## config.mk

```make
export PLATFORM = sky130hd
export DESIGN_NAME = midi_track_event_encoder
export DESIGN_NICKNAME = d
export VERILOG_FILES = /design/src/hw/rtl/mte_pkg.sv /design/src/hw/rtl/mte_front.sv /design/src/hw/rtl/mte_fifo.sv /design/src/hw/rtl/mte_back.sv /design/src/hw/rtl/midi_track_event_encoder.sv
export SDC_FILE = /design/constraint.sdc
export NUM_CORES = 1
export LEC_CHECK = 0
export ABC_AREA = 1
export BUFFER_PORTS_ARGS = -buffer_cell sky130_fd_sc_hd__buf_2
export CAP_MARGIN = 15
export CORE_MARGIN = 2
export CORE_UTILIZATION = 57
export CTS_CLUSTER_DIAMETER = 60
export DETAILED_ROUTE_END_ITERATION = 10
export GPL_TIMING_DRIVEN = 1
export MAX_ROUTING_LAYER = met4
export PLACE_DENSITY_LB_ADDON = 0.3
export SYNTH_ARGS = -nofsm -noshare
export SYNTH_HDL_FRONTEND = slang
export SYNTH_SLANG_ARGS = --single-unit
```

## constraint.sdc

```tcl
create_clock -name aclk -period 6.2 [get_ports aclk]
set_input_delay 0.31 -clock aclk [delete_from_list [all_inputs] [get_ports aclk]]
set_output_delay 0.31 -clock aclk [all_outputs]
set_load 0.05 [all_outputs]
```

## src/hw/rtl/mte_pkg.sv

```systemverilog
// Shared types, constants and register codes for the MIDI track event encoder.
// No dependencies; imported by every mte module.
`default_nettype none

package mte_pkg;

    localparam int TICK_BITS_DEF  = 20;
    localparam int FIFO_DEPTH_DEF = 4;

    localparam int CH_W      = 4;
    localparam int PROG_W    = 7;
    localparam int TPS_W     = 12;
    localparam int SCALE_W   = 32;
    localparam int ADDR_W    = 4;
    localparam int APB_W     = 32;
    localparam int MAX_BYTES = 8;
    localparam int CNT_W     = 4;
    localparam int IDX_W     = 3;
    localparam int VLQ_MAX   = 5;

    localparam logic [1:0] FUNC_NOTE  = 2'd0;
    localparam logic [1:0] FUNC_START = 2'd1;
    localparam logic [1:0] FUNC_END   = 2'd2;

    localparam logic [1:0] REG_CHANNEL = 2'd0;
    localparam logic [1:0] REG_PROGRAM = 2'd1;
    localparam logic [1:0] REG_PROG_EN = 2'd2;
    localparam logic [1:0] REG_TPS     = 2'd3;

    localparam logic [TPS_W-1:0] TPS_RESET = 12'd120;

    localparam logic [7:0] ST_NOTE_OFF = 8'h80;
    localparam logic [7:0] ST_NOTE_ON  = 8'h90;
    localparam logic [7:0] ST_PROGRAM  = 8'hC0;
    localparam logic [7:0] META_STATUS = 8'hFF;
    localparam logic [7:0] META_EOT    = 8'h2F;
    localparam logic [6:0] VEL_MAX     = 7'd127;

    typedef struct packed {
        logic [CH_W-1:0]   channel;
        logic [PROG_W-1:0] prog_num;
        logic              prog_en;
        logic [TPS_W-1:0]  tps;
    } cfg_t;

    typedef struct packed {
        logic [MAX_BYTES-1:0][7:0] bytes;
        logic [CNT_W-1:0]          count;
    } entry_t;

endpackage

`default_nettype wire

```

## src/hw/rtl/mte_front.sv

```systemverilog
// Front end: input register with tick scaling, then delta and byte-list build.
// Depends on mte_pkg; pushes one byte list per productive item into mte_fifo.
`default_nettype none

module mte_front import mte_pkg::*; #(
    parameter int TICK_BITS = TICK_BITS_DEF
) (
    input  wire logic                 aclk,
    input  wire logic                 aresetn,
    input  wire cfg_t                 cfg,
    input  wire logic                 in_valid,
    output logic                      in_ready,
    input  wire logic [1:0]           in_func,
    input  wire logic [TICK_BITS-1:0] in_tick,
    input  wire logic                 in_on,
    input  wire logic [6:0]           in_note,
    input  wire logic [7:0]           in_vel,
    input  wire logic                 q_full,
    output logic                      q_push,
    output entry_t                    q_entry
);

    localparam int PROD_W = (TICK_BITS + TPS_W > SCALE_W) ? TICK_BITS + TPS_W : SCALE_W;

    logic                 s1_valid_reg;
    logic [1:0]           s1_func_reg;
    logic                 s1_on_reg;
    logic [6:0]           s1_note_reg;
    logic [7:0]           s1_vel_reg;
    logic [SCALE_W-1:0]   s1_scaled_reg;
    logic [SCALE_W-1:0]   last_tick_reg;
    logic [SCALE_W-1:0]   last_tick_next;

    logic [PROD_W-1:0]    prod;
    logic [SCALE_W-1:0]   delta;
    logic [IDX_W-1:0]     nvlq;
    logic [VLQ_MAX-1:0][6:0] grp;
    logic [7:0]           status;
    logic [7:0]           vel;
    logic                 produce;
    logic                 s1_go;

    assign prod = PROD_W'(in_tick) * PROD_W'(cfg.tps);

    always_ff @(posedge aclk) begin
        if (!aresetn) begin
            s1_valid_reg  <= 1'b0;
            last_tick_reg <= '0;
        end else begin
            if (in_ready) begin
                s1_valid_reg <= in_valid;
            end
            if (s1_go) begin
                last_tick_reg <= last_tick_next;
            end
        end
    end

    always_ff @(posedge aclk) begin
        if (in_valid && in_ready) begin
            s1_func_reg   <= in_func;
            s1_on_reg     <= in_on;
            s1_note_reg   <= in_note;
            s1_vel_reg    <= in_vel;
            s1_scaled_reg <= prod[SCALE_W-1:0];
        end
    end

    assign delta = s1_scaled_reg - last_tick_reg;
    assign grp   = {{3'b000, delta[31:28]}, delta[27:21], delta[20:14], delta[13:7], delta[6:0]};

    always_comb begin
        if (|delta[31:28]) begin
            nvlq = 3'd5;
        end else if (|delta[27:21]) begin
            nvlq = 3'd4;
        end else if (|delta[20:14]) begin
            nvlq = 3'd3;
        end else if (|delta[13:7]) begin
            nvlq = 3'd2;
        end else begin
            nvlq = 3'd1;
        end
    end

    always_comb begin
        status = s1_on_reg ? (ST_NOTE_ON | {4'h0, cfg.channel})
                           : (ST_NOTE_OFF | {4'h0, cfg.channel});
        if (!s1_on_reg) begin
            vel = 8'h00;
        end else if (s1_vel_reg == 8'h00) begin
            vel = 8'h01;
        end else if (s1_vel_reg > {1'b0, VEL_MAX}) begin
            vel = {1'b0, VEL_MAX};
        end else begin
            vel = s1_vel_reg;
        end
    end

    always_comb begin
        logic [IDX_W-1:0] gi;
        gi             = '0;
        q_entry        = '0;
        produce        = 1'b0;
        last_tick_next = last_tick_reg;
        unique case (s1_func_reg)
            FUNC_START: begin
                produce          = cfg.prog_en;
                last_tick_next   = '0;
                q_entry.bytes[0] = 8'h00;
                q_entry.bytes[1] = ST_PROGRAM | {4'h0, cfg.channel};
                q_entry.bytes[2] = {1'b0, cfg.prog_num};
                q_entry.count    = 4'd3;
            end
            FUNC_END: begin
                produce          = 1'b1;
                q_entry.bytes[0] = 8'h00;
                q_entry.bytes[1] = META_STATUS;
                q_entry.bytes[2] = META_EOT;
                q_entry.bytes[3] = 8'h00;
                q_entry.count    = 4'd4;
            end
            FUNC_NOTE: begin
                produce = (s1_note_reg != 7'd0);
                if (produce) begin
                    last_tick_next = s1_scaled_reg;
                end
                for (int p = 0; p < MAX_BYTES; p++) begin
                    if (IDX_W'(p) < nvlq) begin
                        gi               = nvlq - IDX_W'(p) - 3'd1;
                        q_entry.bytes[p] = {gi != 3'd0, grp[gi]};
                    end else if (IDX_W'(p) == nvlq) begin
                        q_entry.bytes[p] = status;
                    end else if (IDX_W'(p) == nvlq + 3'd1) begin
                        q_entry.bytes[p] = {1'b0, s1_note_reg};
                    end else if (IDX_W'(p) == nvlq + 3'd2) begin
                        q_entry.bytes[p] = vel;
                    end
                end
                q_entry.count = CNT_W'(nvlq) + 4'd3;
            end
            default: begin
                produce = 1'b0;
            end
        endcase
    end

    assign s1_go    = s1_valid_reg && (!produce || !q_full);
    assign q_push   = s1_valid_reg && produce && !q_full;
    assign in_ready = !s1_valid_reg || s1_go;

endmodule

`default_nettype wire

```

## src/hw/rtl/mte_fifo.sv

```systemverilog
// Short queue of byte lists between the front end and the serializer.
// Depends on mte_pkg for entry_t.
`default_nettype none

module mte_fifo import mte_pkg::*; #(
    parameter int DEPTH = FIFO_DEPTH_DEF
) (
    input  wire logic   aclk,
    input  wire logic   aresetn,
    input  wire logic   push,
    input  wire entry_t wr_data,
    input  wire logic   pop,
    output entry_t      rd_data,
    output logic        full,
    output logic        empty
);

    localparam int PTR_W = (DEPTH > 1) ? $clog2(DEPTH) : 1;
    localparam int CNT_QW = $clog2(DEPTH + 1);

    entry_t             mem [DEPTH];
    logic [PTR_W-1:0]   wr_ptr_reg;
    logic [PTR_W-1:0]   rd_ptr_reg;
    logic [CNT_QW-1:0]  count_reg;

    assign full    = (count_reg == CNT_QW'(DEPTH));
    assign empty   = (count_reg == '0);
    assign rd_data = mem[rd_ptr_reg];

    always_ff @(posedge aclk) begin
        if (!aresetn) begin
            wr_ptr_reg <= '0;
            rd_ptr_reg <= '0;
            count_reg  <= '0;
        end else begin
            if (push) begin
                wr_ptr_reg <= (wr_ptr_reg == PTR_W'(DEPTH - 1)) ? '0 : wr_ptr_reg + 1'b1;
            end
            if (pop) begin
                rd_ptr_reg <= (rd_ptr_reg == PTR_W'(DEPTH - 1)) ? '0 : rd_ptr_reg + 1'b1;
            end
            if (push && !pop) begin
                count_reg <= count_reg + 1'b1;
            end else if (pop && !push) begin
                count_reg <= count_reg - 1'b1;
            end
        end
    end

    always_ff @(posedge aclk) begin
        if (push) begin
            mem[wr_ptr_reg] <= wr_data;
        end
    end

endmodule

`default_nettype wire

```

## src/hw/rtl/mte_back.sv

```systemverilog
// Serializer: walks one byte list per entry onto the registered byte output.
// Depends on mte_pkg; pops entries from mte_fifo.
`default_nettype none

module mte_back import mte_pkg::*; (
    input  wire logic   aclk,
    input  wire logic   aresetn,
    input  wire logic   q_empty,
    input  wire entry_t q_data,
    output logic        q_pop,
    output logic        out_valid,
    input  wire logic   out_ready,
    output logic [7:0]  out_byte,
    output logic        out_last
);

    logic             cur_valid_reg;
    entry_t           cur_reg;
    logic [IDX_W-1:0] idx_reg;
    logic             out_valid_reg;
    logic [7:0]       out_byte_reg;
    logic             out_last_reg;

    logic out_free;
    logic cur_last;
    logic emit;

    assign out_free = !out_valid_reg || out_ready;
    assign cur_last = (CNT_W'(idx_reg) + 4'd1 == cur_reg.count);
    assign emit     = out_free && cur_valid_reg;
    assign q_pop    = !q_empty && (!cur_valid_reg || (emit && cur_last));

    always_ff @(posedge aclk) begin
        if (!aresetn) begin
            cur_valid_reg <= 1'b0;
            out_valid_reg <= 1'b0;
            idx_reg       <= '0;
        end else begin
            if (emit) begin
                out_valid_reg <= 1'b1;
            end else if (out_ready) begin
                out_valid_reg <= 1'b0;
            end
            if (q_pop) begin
                cur_valid_reg <= 1'b1;
                idx_reg       <= '0;
            end else if (emit) begin
                if (cur_last) begin
                    cur_valid_reg <= 1'b0;
                end else begin
                    idx_reg <= idx_reg + 1'b1;
                end
            end
        end
    end

    always_ff @(posedge aclk) begin
        if (q_pop) begin
            cur_reg <= q_data;
        end
        if (emit) begin
            out_byte_reg <= cur_reg.bytes[idx_reg];
            out_last_reg <= cur_last;
        end
    end

    assign out_valid = out_valid_reg;
    assign out_byte  = out_byte_reg;
    assign out_last  = out_last_reg;

endmodule

`default_nettype wire

```

## src/hw/rtl/midi_track_event_encoder.sv

```systemverilog
// Top level of the MIDI track event encoder: APB registers, front end, queue, serializer.
// Depends on mte_pkg, mte_front, mte_fifo and mte_back.
//
// Each accepted item becomes 0 to 8 track bytes on m_*, one byte per transaction, with
// m_tlast on the item's final byte: a note point gives a 1..5 byte delta VLQ plus 3 bytes,
// track start gives 3 bytes (or none when program change is off), end of track 4 bytes,
// a rest or func 3 nothing. The output port moves one byte per cycle while m_tready
// stays high and the queue holds entries. An accepted item is registered (tick multiply
// ahead of the input register), then its delta and byte list are built and pushed into
// the queue once it has room; the queue holds FIFO_DEPTH byte lists, so input keeps
// flowing while output stalls until the queue fills. Write registers only while idle.
`default_nettype none

module midi_track_event_encoder import mte_pkg::*; #(
    parameter int TICK_BITS  = TICK_BITS_DEF,
    parameter int FIFO_DEPTH = FIFO_DEPTH_DEF,
    localparam int S_DATA_W  = ((TICK_BITS + 16 + 7) / 8) * 8
) (
    input  wire logic                aclk,
    input  wire logic                aresetn,
    input  wire logic                s_tvalid,
    output logic                     s_tready,
    // step_tick, note_on, note_number, velocity_in, zero pad
    input  wire logic [S_DATA_W-1:0] s_tdata,
    // func
    input  wire logic [1:0]          s_tuser,
    output logic                     m_tvalid,
    input  wire logic                m_tready,
    // out_byte
    output logic [7:0]               m_tdata,
    output logic                     m_tlast,
    input  wire logic                psel,
    input  wire logic                penable,
    input  wire logic                pwrite,
    input  wire logic [ADDR_W-1:0]   paddr,
    input  wire logic [APB_W-1:0]    pwdata,
    output logic [APB_W-1:0]         prdata,
    output logic                     pready
);

    logic [CH_W-1:0]   channel_reg;
    logic [PROG_W-1:0] program_reg;
    logic              prog_en_reg;
    logic [TPS_W-1:0]  tps_reg;
    logic [1:0]        reg_idx;
    logic              wr_en;
    cfg_t              cfg;

    logic   q_push;
    logic   q_pop;
    logic   q_full;
    logic   q_empty;
    entry_t q_wr;
    entry_t q_rd;

    assign pready  = 1'b1;
    assign reg_idx = paddr[3:2];
    assign wr_en   = psel && penable && pwrite && pready;

    always_ff @(posedge aclk) begin
        if (!aresetn) begin
            channel_reg <= '0;
            program_reg <= '0;
            prog_en_reg <= 1'b1;
            tps_reg     <= TPS_RESET;
        end else if (wr_en) begin
            unique case (reg_idx)
                REG_CHANNEL: channel_reg <= pwdata[CH_W-1:0];
                REG_PROGRAM: program_reg <= pwdata[PROG_W-1:0];
                REG_PROG_EN: prog_en_reg <= pwdata[0];
                REG_TPS:     tps_reg     <= pwdata[TPS_W-1:0];
                default:     channel_reg <= channel_reg;
            endcase
        end
    end

    always_comb begin
        prdata = '0;
        unique case (reg_idx)
            REG_CHANNEL: prdata[CH_W-1:0]   = channel_reg;
            REG_PROGRAM: prdata[PROG_W-1:0] = program_reg;
            REG_PROG_EN: prdata[0]          = prog_en_reg;
            REG_TPS:     prdata[TPS_W-1:0]  = tps_reg;
            default:     prdata = '0;
        endcase
    end

    assign cfg.channel  = channel_reg;
    assign cfg.prog_num = program_reg;
    assign cfg.prog_en  = prog_en_reg;
    assign cfg.tps      = tps_reg;

    mte_front #(
        .TICK_BITS (TICK_BITS)
    ) u_front (
        .aclk     (aclk),
        .aresetn  (aresetn),
        .cfg      (cfg),
        .in_valid (s_tvalid),
        .in_ready (s_tready),
        .in_func  (s_tuser),
        .in_tick  (s_tdata[TICK_BITS-1:0]),
        .in_on    (s_tdata[TICK_BITS]),
        .in_note  (s_tdata[TICK_BITS+7:TICK_BITS+1]),
        .in_vel   (s_tdata[TICK_BITS+15:TICK_BITS+8]),
        .q_full   (q_full),
        .q_push   (q_push),
        .q_entry  (q_wr)
    );

    mte_fifo #(
        .DEPTH (FIFO_DEPTH)
    ) u_fifo (
        .aclk    (aclk),
        .aresetn (aresetn),
        .push    (q_push),
        .wr_data (q_wr),
        .pop     (q_pop),
        .rd_data (q_rd),
        .full    (q_full),
        .empty   (q_empty)
    );

    mte_back u_back (
        .aclk      (aclk),
        .aresetn   (aresetn),
        .q_empty   (q_empty),
        .q_data    (q_rd),
        .q_pop     (q_pop),
        .out_valid (m_tvalid),
        .out_ready (m_tready),
        .out_byte  (m_tdata),
        .out_last  (m_tlast)
    );

endmodule

`default_nettype wire

```

== Word-level counts from Yosys, hierarchy flattened ==
Memory sizes are Yosys's and may differ from the RTL's. A register that Yosys moved wholly into a read port is not among the register bits.
Cells that the tools add are included.

* Flip-flop bits (word level): 128
* Bits in writable memories: 272
* Logic and storage cells: 231
* Bits of input ports: 85
* Memories kept: 1

{| class="wikitable"
|+ Memory list
! name !! depth !! bits a word !! rd ports !! clocked after memory_dff !! write ports !! RTL line !! text
|-
| u_fifo.mem || 4 || 68 || 1 || 1 || 1 || mte_fifo.sv:21 || <nowiki>entry_t mem [DEPTH];</nowiki>
|}

* $mul: 1
* Magnitude comparators: 18
* Add/sub/neg operators: 24
* Muxes and demuxes: 79
* Equal/unequal tests: 31
* Bitwise gates (word level): 2
* Reductions and logical operators: 56

{| class="wikitable"
|+ Operators with widths
! cell !! number
|-
| 8-bit 2-to-1 mux || 37
|-
| 7-bit binary-select mux with 3-bit select || 8
|-
| 28-bit one-hot mux with 3 select lines || 1
|-
| 32-bit 2-to-1 mux || 2
|-
| 32-bit one-hot mux with 2 select lines || 1
|-
| 7-bit 2-to-1 mux || 8
|-
| 3-bit == test, first input constant || 12
|-
| 3-bit by 4-bit less-than comparator with 1-bit output, second input constant || 9
|-
| 20-bit by 12-bit multiplier with 32-bit output || 1
|-
| 32-bit subtractor || 1
|-
| 3-bit by 1-bit subtractor with 3-bit output, second input constant || 9
|-
| 8-bit binary-select mux with 3-bit select || 1
|-
| 3-bit nonzero test || 8
|-
| 7-bit OR reduction || 3
|-
| 2-bit by 3-bit == test with 1-bit output, first input constant || 6
|-
| 3-bit 2-to-1 mux || 5
|-
| 3-bit logical NOT || 4
|-
| 3-bit less-than comparator, first input constant || 4
|-
| 2-bit AND reduction || 6
|-
| 3-bit subtractor, second input constant || 4
|-
| 1-bit logical AND || 11
|-
| 2-bit == test, second input constant || 5
|-
| 5-bit 2-to-1 mux || 2
|-
| 2-bit nonzero test || 5
|-
| 29 further kinds || 58
|}

== Logic depth before layout (Yosys ltp) ==
* Depth in word-level cells: 13
* Gate-level depth with buffers: 30
* Mapped depth without buffers: 29

== Hierarchy ==
A second synthesis with hierarchy kept.

* Cells, all modules: 3584
* Area, all modules: 31276.2 um2

{| class="wikitable"
|+ By module, submodules not included
! module !! cells each !! area an instance (um2) !! times used
|-
| mte_front || 2404 || 16148.0 || 1
|-
| mte_fifo || 716 || 10515.1 || 1
|-
| mte_back || 259 || 3276.9 || 1
|-
| midi_track_event_encoder || 205 || 1336.3 || 1
|}

== Worst setup path before layout ==
Ideal clock, no wire load.

* Path kind: register to register
* From: reg u_back.idx_reg[0]
* To: reg u_fifo.count_reg[1]
* Cell stages (with the launch flop): 16
* Buffers on the path: 1
* Required time: 6.084 ns
* Arrival time: 5.861 ns
* Setup time: 0.116 ns
* Setup slack: 0.223 ns
* Cells stage by stage: dfxtp_1 clkbuf_1 nand3_1 nand2_1 inv_1 nor4_1 inv_1 o21ai_0 inv_1 nor2_1 inv_1 ha_1 inv_1 fa_1 o21ai_0 nor2_1

* Longest elaborated chain between the ends: 8
* Elaborated cells on any way between the ends: 10

{| class="wikitable"
|+ Ends and longest elaborated chain
! what !! RTL line !! text
|-
| start: declaration || mte_back.sv:19 || <nowiki>logic [IDX_W-1:0] idx_reg;</nowiki>
|-
| start signal: assignment || mte_back.sv:51 || <nowiki>idx_reg <= idx_reg + 1'b1;</nowiki>
|-
| 3-bit by 1-bit adder with 4-bit output * || mte_back.sv:29 || <nowiki>assign cur_last = (CNT_W'(idx_reg) + 4'd1 == cur_reg.count);</nowiki>
|-
| 4-bit == test * || mte_back.sv:29 ||
|-
| net u_back.cur_last || mte_back.sv:25 || <nowiki>logic cur_last;</nowiki>
|-
| 1-bit logical AND * || mte_back.sv:31 || <nowiki>assign q_pop = !q_empty && (!cur_valid_reg || (emit && cur_last));</nowiki>
|-
| 1-bit logical OR * || mte_back.sv:31 ||
|-
| 1-bit logical AND * || mte_back.sv:31 ||
|-
| net q_pop || midi_track_event_encoder.sv:50 || <nowiki>logic q_pop;</nowiki>
|-
| 1-bit logical NOT || mte_fifo.sv:42 || <nowiki>if (push && !pop) begin</nowiki>
|-
| 1-bit logical AND || mte_fifo.sv:42 ||
|-
| 3-bit 2-to-1 mux or 2-bit nonzero test (tied branches) || - ||
|-
| end signal: assignment || mte_fifo.sv:43 || <nowiki>count_reg <= count_reg + 1'b1;</nowiki>
|-
| end signal: assignment || mte_fifo.sv:45 || <nowiki>count_reg <= count_reg - 1'b1;</nowiki>
|-
| end: declaration || mte_fifo.sv:24 || <nowiki>logic [CNT_QW-1:0] count_reg;</nowiki>
|}

Mark *: on every way through the listed nets, which the timed path passes. The rest lies on a longest branch.
A chain may end at the register's enable or synchronous reset.

== Final worst setup path ==
* From: reg tps_reg[7]
* To: reg u_front.s1_scaled_reg[21], data pin

* Longest elaborated chain between the ends: 1

{| class="wikitable"
|+ Ends and longest elaborated chain
! what !! RTL line !! text
|-
| start: declaration || midi_track_event_encoder.sv:44 || <nowiki>logic [TPS_W-1:0] tps_reg;</nowiki>
|-
| start signal: assignment || midi_track_event_encoder.sv:71 || <nowiki>REG_TPS: tps_reg <= pwdata[TPS_W-1:0];</nowiki>
|-
| 20-bit by 12-bit multiplier with 32-bit output || mte_front.sv:43 || <nowiki>assign prod = PROD_W'(in_tick) * PROD_W'(cfg.tps);</nowiki>
|-
| net u_front.prod[21] || mte_front.sv:34 || <nowiki>logic [PROD_W-1:0] prod;</nowiki>
|-
| end signal: assignment || mte_front.sv:65 || <nowiki>s1_scaled_reg <= prod[SCALE_W-1:0];</nowiki>
|-
| end: declaration || mte_front.sv:30 || <nowiki>logic [SCALE_W-1:0] s1_scaled_reg;</nowiki>
|}

The timed path passes the listed nets, and every way through them passes these cells.

==> qor.txt <==
HOLD PATH
----------------------------------------------------------------------------------
Min-Delay Path Class                                                  primary input to flip-flop

CELLS AND AREA
----------------------------------------------------------------------------------
Commonest cells after routing, fill and taps aside                    698 x sky130_fd_sc_hd__nand2_1, 561 x sky130_fd_sc_hd__inv_1, 399 x sky130_fd_sc_hd__edfxtp_1
# nets final                                                                 3,967
Share of final-layout standard cells stronger than drive strength 1          7.83%
Max FFs per register                                                           272
Synthesis-to-finish area growth                                              9.44%
Fill cell instance count of the final layout                                 4,520
Commonest non-fill, non-tap cell in the layout                        sky130_fd_sc_hd__nand2_1

FLOORPLAN
----------------------------------------------------------------------------------
Core footprint                                                        53,800 sq um
Floorplan row count                                                             85
Number of primary I/O pins                                                     129
Initial cell density of the core                                             57.6%
Die Height                                                             237 microns
Die width                                                              237 microns
Die footprint                                                         56,200 sq um

SETUP PATH
----------------------------------------------------------------------------------
Kind of end point of the critical path                                   flip-flop
Largest fanout on the critical path                                             11
Class of the most critical setup path                                 flip-flop to flip-flop
Slowest-stage cell, CP                                                sky130_fd_sc_hd__dfxtp_1
Category of the worst setup path launch point                            flip-flop
Worst EP required                                                          6540 ps
Worst path bufs/invs                                                             5
Critical path arrival                                                      6180 ps
Cell family with the largest share of critical-path delay              adder cells
Cell seen most often among critical-path stages                       sky130_fd_sc_hd__nand2_1
Critical Path, Cell by Cell                                           buf_4 -> nand2_1 -> fa_1 -> fa_1 -> fa_1 -> inv_1 -> fa_1 -> inv_1 -> fa_1 -> inv_1 -> ha_1 -> nand2_1 -> o21ai_0 -> a21oi_1 -> o21bai_1 -> nand2_1 -> nand2_1 -> nand2_1 -> nand2_1 -> inv_1 -> o21ai_0 -> a21oi_1 -> xnor2_1
Max incr delay on CP                                                        620 ps

GRT
----------------------------------------------------------------------------------
All-layer global routing usage                                               31.6%
Vias in the first global route                                              23,600
Wire length of the first global-routing pass                          133,000 microns
Global-route congestion overflow total                                           0
Antenna violations before repair                                                 2
Maximum number of pins on one net before global-route repair                    83

STA
----------------------------------------------------------------------------------
Max-slew violation count                                                         0
Final setup violation count                                                      0
Setup ws final                                                              361 ps
Setup repair after global routing missed its margin                             no
FMAX                                                                       171 MHz
Post-route clock period utilization                                          94.2%
Fin Setup TNS                                                                 0 ps
Max_slew headroom                                                            27.8%
Final Skew                                                                 12.5 ps
Minimum period implied by the final worst setup slack                      5840 ps
Fin Hold WS                                                                31.6 ps
Tightest Pin Transition                                                    1080 ps
Hold Fails Final Rpt                                                             0

POWER AND IR DROP
----------------------------------------------------------------------------------
Clock power share                                                            21.4%
Switching Fraction                                                           43.0%
Post-route total power                                                   13,900 uW
Leakage power summed over all cells                                      0.0151 uW
Fraction of power consumed by sequential logic                               32.5%
Maximum VDD drop                                                          0.350 mV
PD cells                                                               411 nW/um^2
Net Sw Power                                                               6000 uW
Portion of total power attributed to combinational logic                     46.1%
Internal Dissipation                                                       7940 uW

ROUTE
----------------------------------------------------------------------------------
Detailed-route wire length                                            85,800 microns
Via count                                                                   24,700
Post-detailed-route DRC marker count                                             0
Drt initial violations                                                       2,161
Max Used Layer                                                                met4
Met2 wire length                                                      42,400 microns
Length of the first detailed-routing pass in iterations                          6
Final routed wire length divided by cell count                        19.9 microns
Detailed-routed wire length on met3                                   5720 microns
Vias per Instance                                                             5.72
Post-route antenna net violation count                                           0
Metal-1 WL                                                            34,000 microns

CLOCKING
----------------------------------------------------------------------------------
CTS buffer count                                                                48
CTS Root Cell                                                         sky130_fd_sc_hd__clkbuf_16
Worst-case clock buffer depth                                                    3
Clock-pin transition on the worst setup and hold timing paths                60 ps
Worst-skew pair later-pin latency                                           590 ps
Buffer count from post-CTS setup fixing                                          0
Number of H-tree branching levels                                                2
Number of clock sinks                                                          468
CTS tree                                                                       yes

SYNTH
----------------------------------------------------------------------------------
Syn Inst Count                                                               3,521
Register bit count reported by yosys                                           468
Portion of synthesized cell area occupied by the leading cell type           38.7%
Most used flip-flop cell after synthesis                              sky130_fd_sc_hd__edfxtp_1
Fraction of registers with async set/reset                                      0%
Avg Synthesized Cell Area                                               8.80 sq um
Netlist cell types                                                              57
Number of synthesized flops with an enable pin                                 399
Combined area of all synthesized cells                                31,000 sq um
Largest cells by area after synthesis                                 sky130_fd_sc_hd__edfxtp_1 39%, sky130_fd_sc_hd__fa_1 12%, sky130_fd_sc_hd__nand2_1 8.5%, sky130_fd_sc_hd__inv_1 6.8%, sky130_fd_sc_hd__ha_1 4.9%
Yosys warning count                                                              0
Cell taking the most area after synthesis                             sky130_fd_sc_hd__edfxtp_1
Fraction of the yosys area taken by sequential cells                         43.1%

PLACED DESIGN
----------------------------------------------------------------------------------
Post-place setup slack                                                      330 ps
Estimated wirelength of the detail-placed design                      62,300 microns
GPL Wtd Cong                                                                  1.00
Count of buffers from port buffering                                            81

RUN
----------------------------------------------------------------------------------
Max Cap Viol                                                                     0

OUTCOME
----------------------------------------------------------------------------------
Result of the run                                                     finished, final reports clean

area by class of cell:
cell class	instances	area, sq um	share of cell area [%]
repair buffers	159	1080	3.17
well taps	696	871	2.57
clock buffers	54	1250	3.70
flip-flops and latches	468	13400	39.4
multi-input cells	2322	14800	43.6
clock inverters	34	388	1.14
inverters	579	2180	6.42
diodes	3	7.51	0.0221
synthesized netlist by cell type, drive strengths merged (4+ instances only):
| cell | instances |
|---|---|
| nand2 | 722 |
| inv | 576 |
| edfxtp | 399 |
| nor2 | 361 |
| o21ai | 305 |
| fa | 182 |
| a21oi | 173 |
| nand3 | 145 |
| clkbuf | 129 |
| ha | 122 |
| o22ai | 99 |
| dfxtp | 69 |
| buf | 42 |
| a211oi | 34 |
| nand4 | 24 |
| xor2 | 24 |
| o211ai | 16 |
| xnor2 | 14 |
| a22oi | 11 |
| a31oi | 10 |
| nor3 | 9 |
| nand3b | 8 |
| a221oi | 6 |
| nor4 | 6 |
| and2 | 4 |
| o221ai | 4 |
metrics by stage:
| stage | cell area [sq um] | std cells | utilization (%) |
|---|---|---|---|
| finish | 33900 | 4315 | 63.0 |
| floorplan | 31100 | 3540 | - |
| global placement | 31900 | 4194 | 59.4 |
| global route | 33900 | 4314 | 63.0 |
| CTS | 33900 | 4311 | 63.0 |
| detailed placement | 31900 | 4194 | 59.4 |
routing by layer:
metal  vias to the layer above  GRT usage, %
met5                         -             -
met4                         0          12.0
met3                       201          3.84
met2                       944          53.3
met1                     11900          39.5
li1                      11600             -
final timing paths:
path                                                             from  slack, ps  cells past startpoint                                    end
worst max-delay path                          tps_reg[7]$_SDFFE_PN0P_        360                     23    u_front.s1_scaled_reg[21]$_DFFE_PP_
worst min-delay path                                       pwdata[11]         30                      3               tps_reg[11]$_SDFFE_PN0P_
worst min register to register  u_front.last_tick_reg[6]$_SDFFE_PN0P_        470                      2  u_front.last_tick_reg[6]$_SDFFE_PN0P_
worst max register to register                tps_reg[7]$_SDFFE_PN0P_        360                     23    u_front.s1_scaled_reg[21]$_DFFE_PP_
power by group through the flow:
stage	combinational, uW	clock, uW	sequential [uW]
floorplan	4360	0	4570
global placement	6250	0	4580
detailed placement	6300	0	4590
CTS	6360	3020	4530
global route	7130	3130	4570
finish	6420	2990	4530
what timing repair did:
action | in CTS | in global routing
resized for setup | 0 | 1
endpoints found under the setup margin | 0 | 1
endpoints found under the hold margin | 31 | 0
hold buffers | 29 | 0
worst min-delay path, delay by kind of cell:
kind | cells | cell delay [ps]
buffers and inverters | 1 | 70
AOI/OAI and AO/OA | 2 | 200
cells by family (layout without fill, tap and decap cells):
family | after synthesis | in the layout | share of synthesized area [%]
simple gates | 1284 | 1284 | 17.3
compound gates | 675 | 675 | 12.2
buf+inv | 750 | 826 | 9.59
xor+xnor | 38 | 38 | 1.07
fa+ha+maj | 304 | 304 | 16.7
flops | 468 | 468 | 43.1
other cells | 2 | 24 | 0.0242
Note: power is estimated with default switching activity, not from simulation.
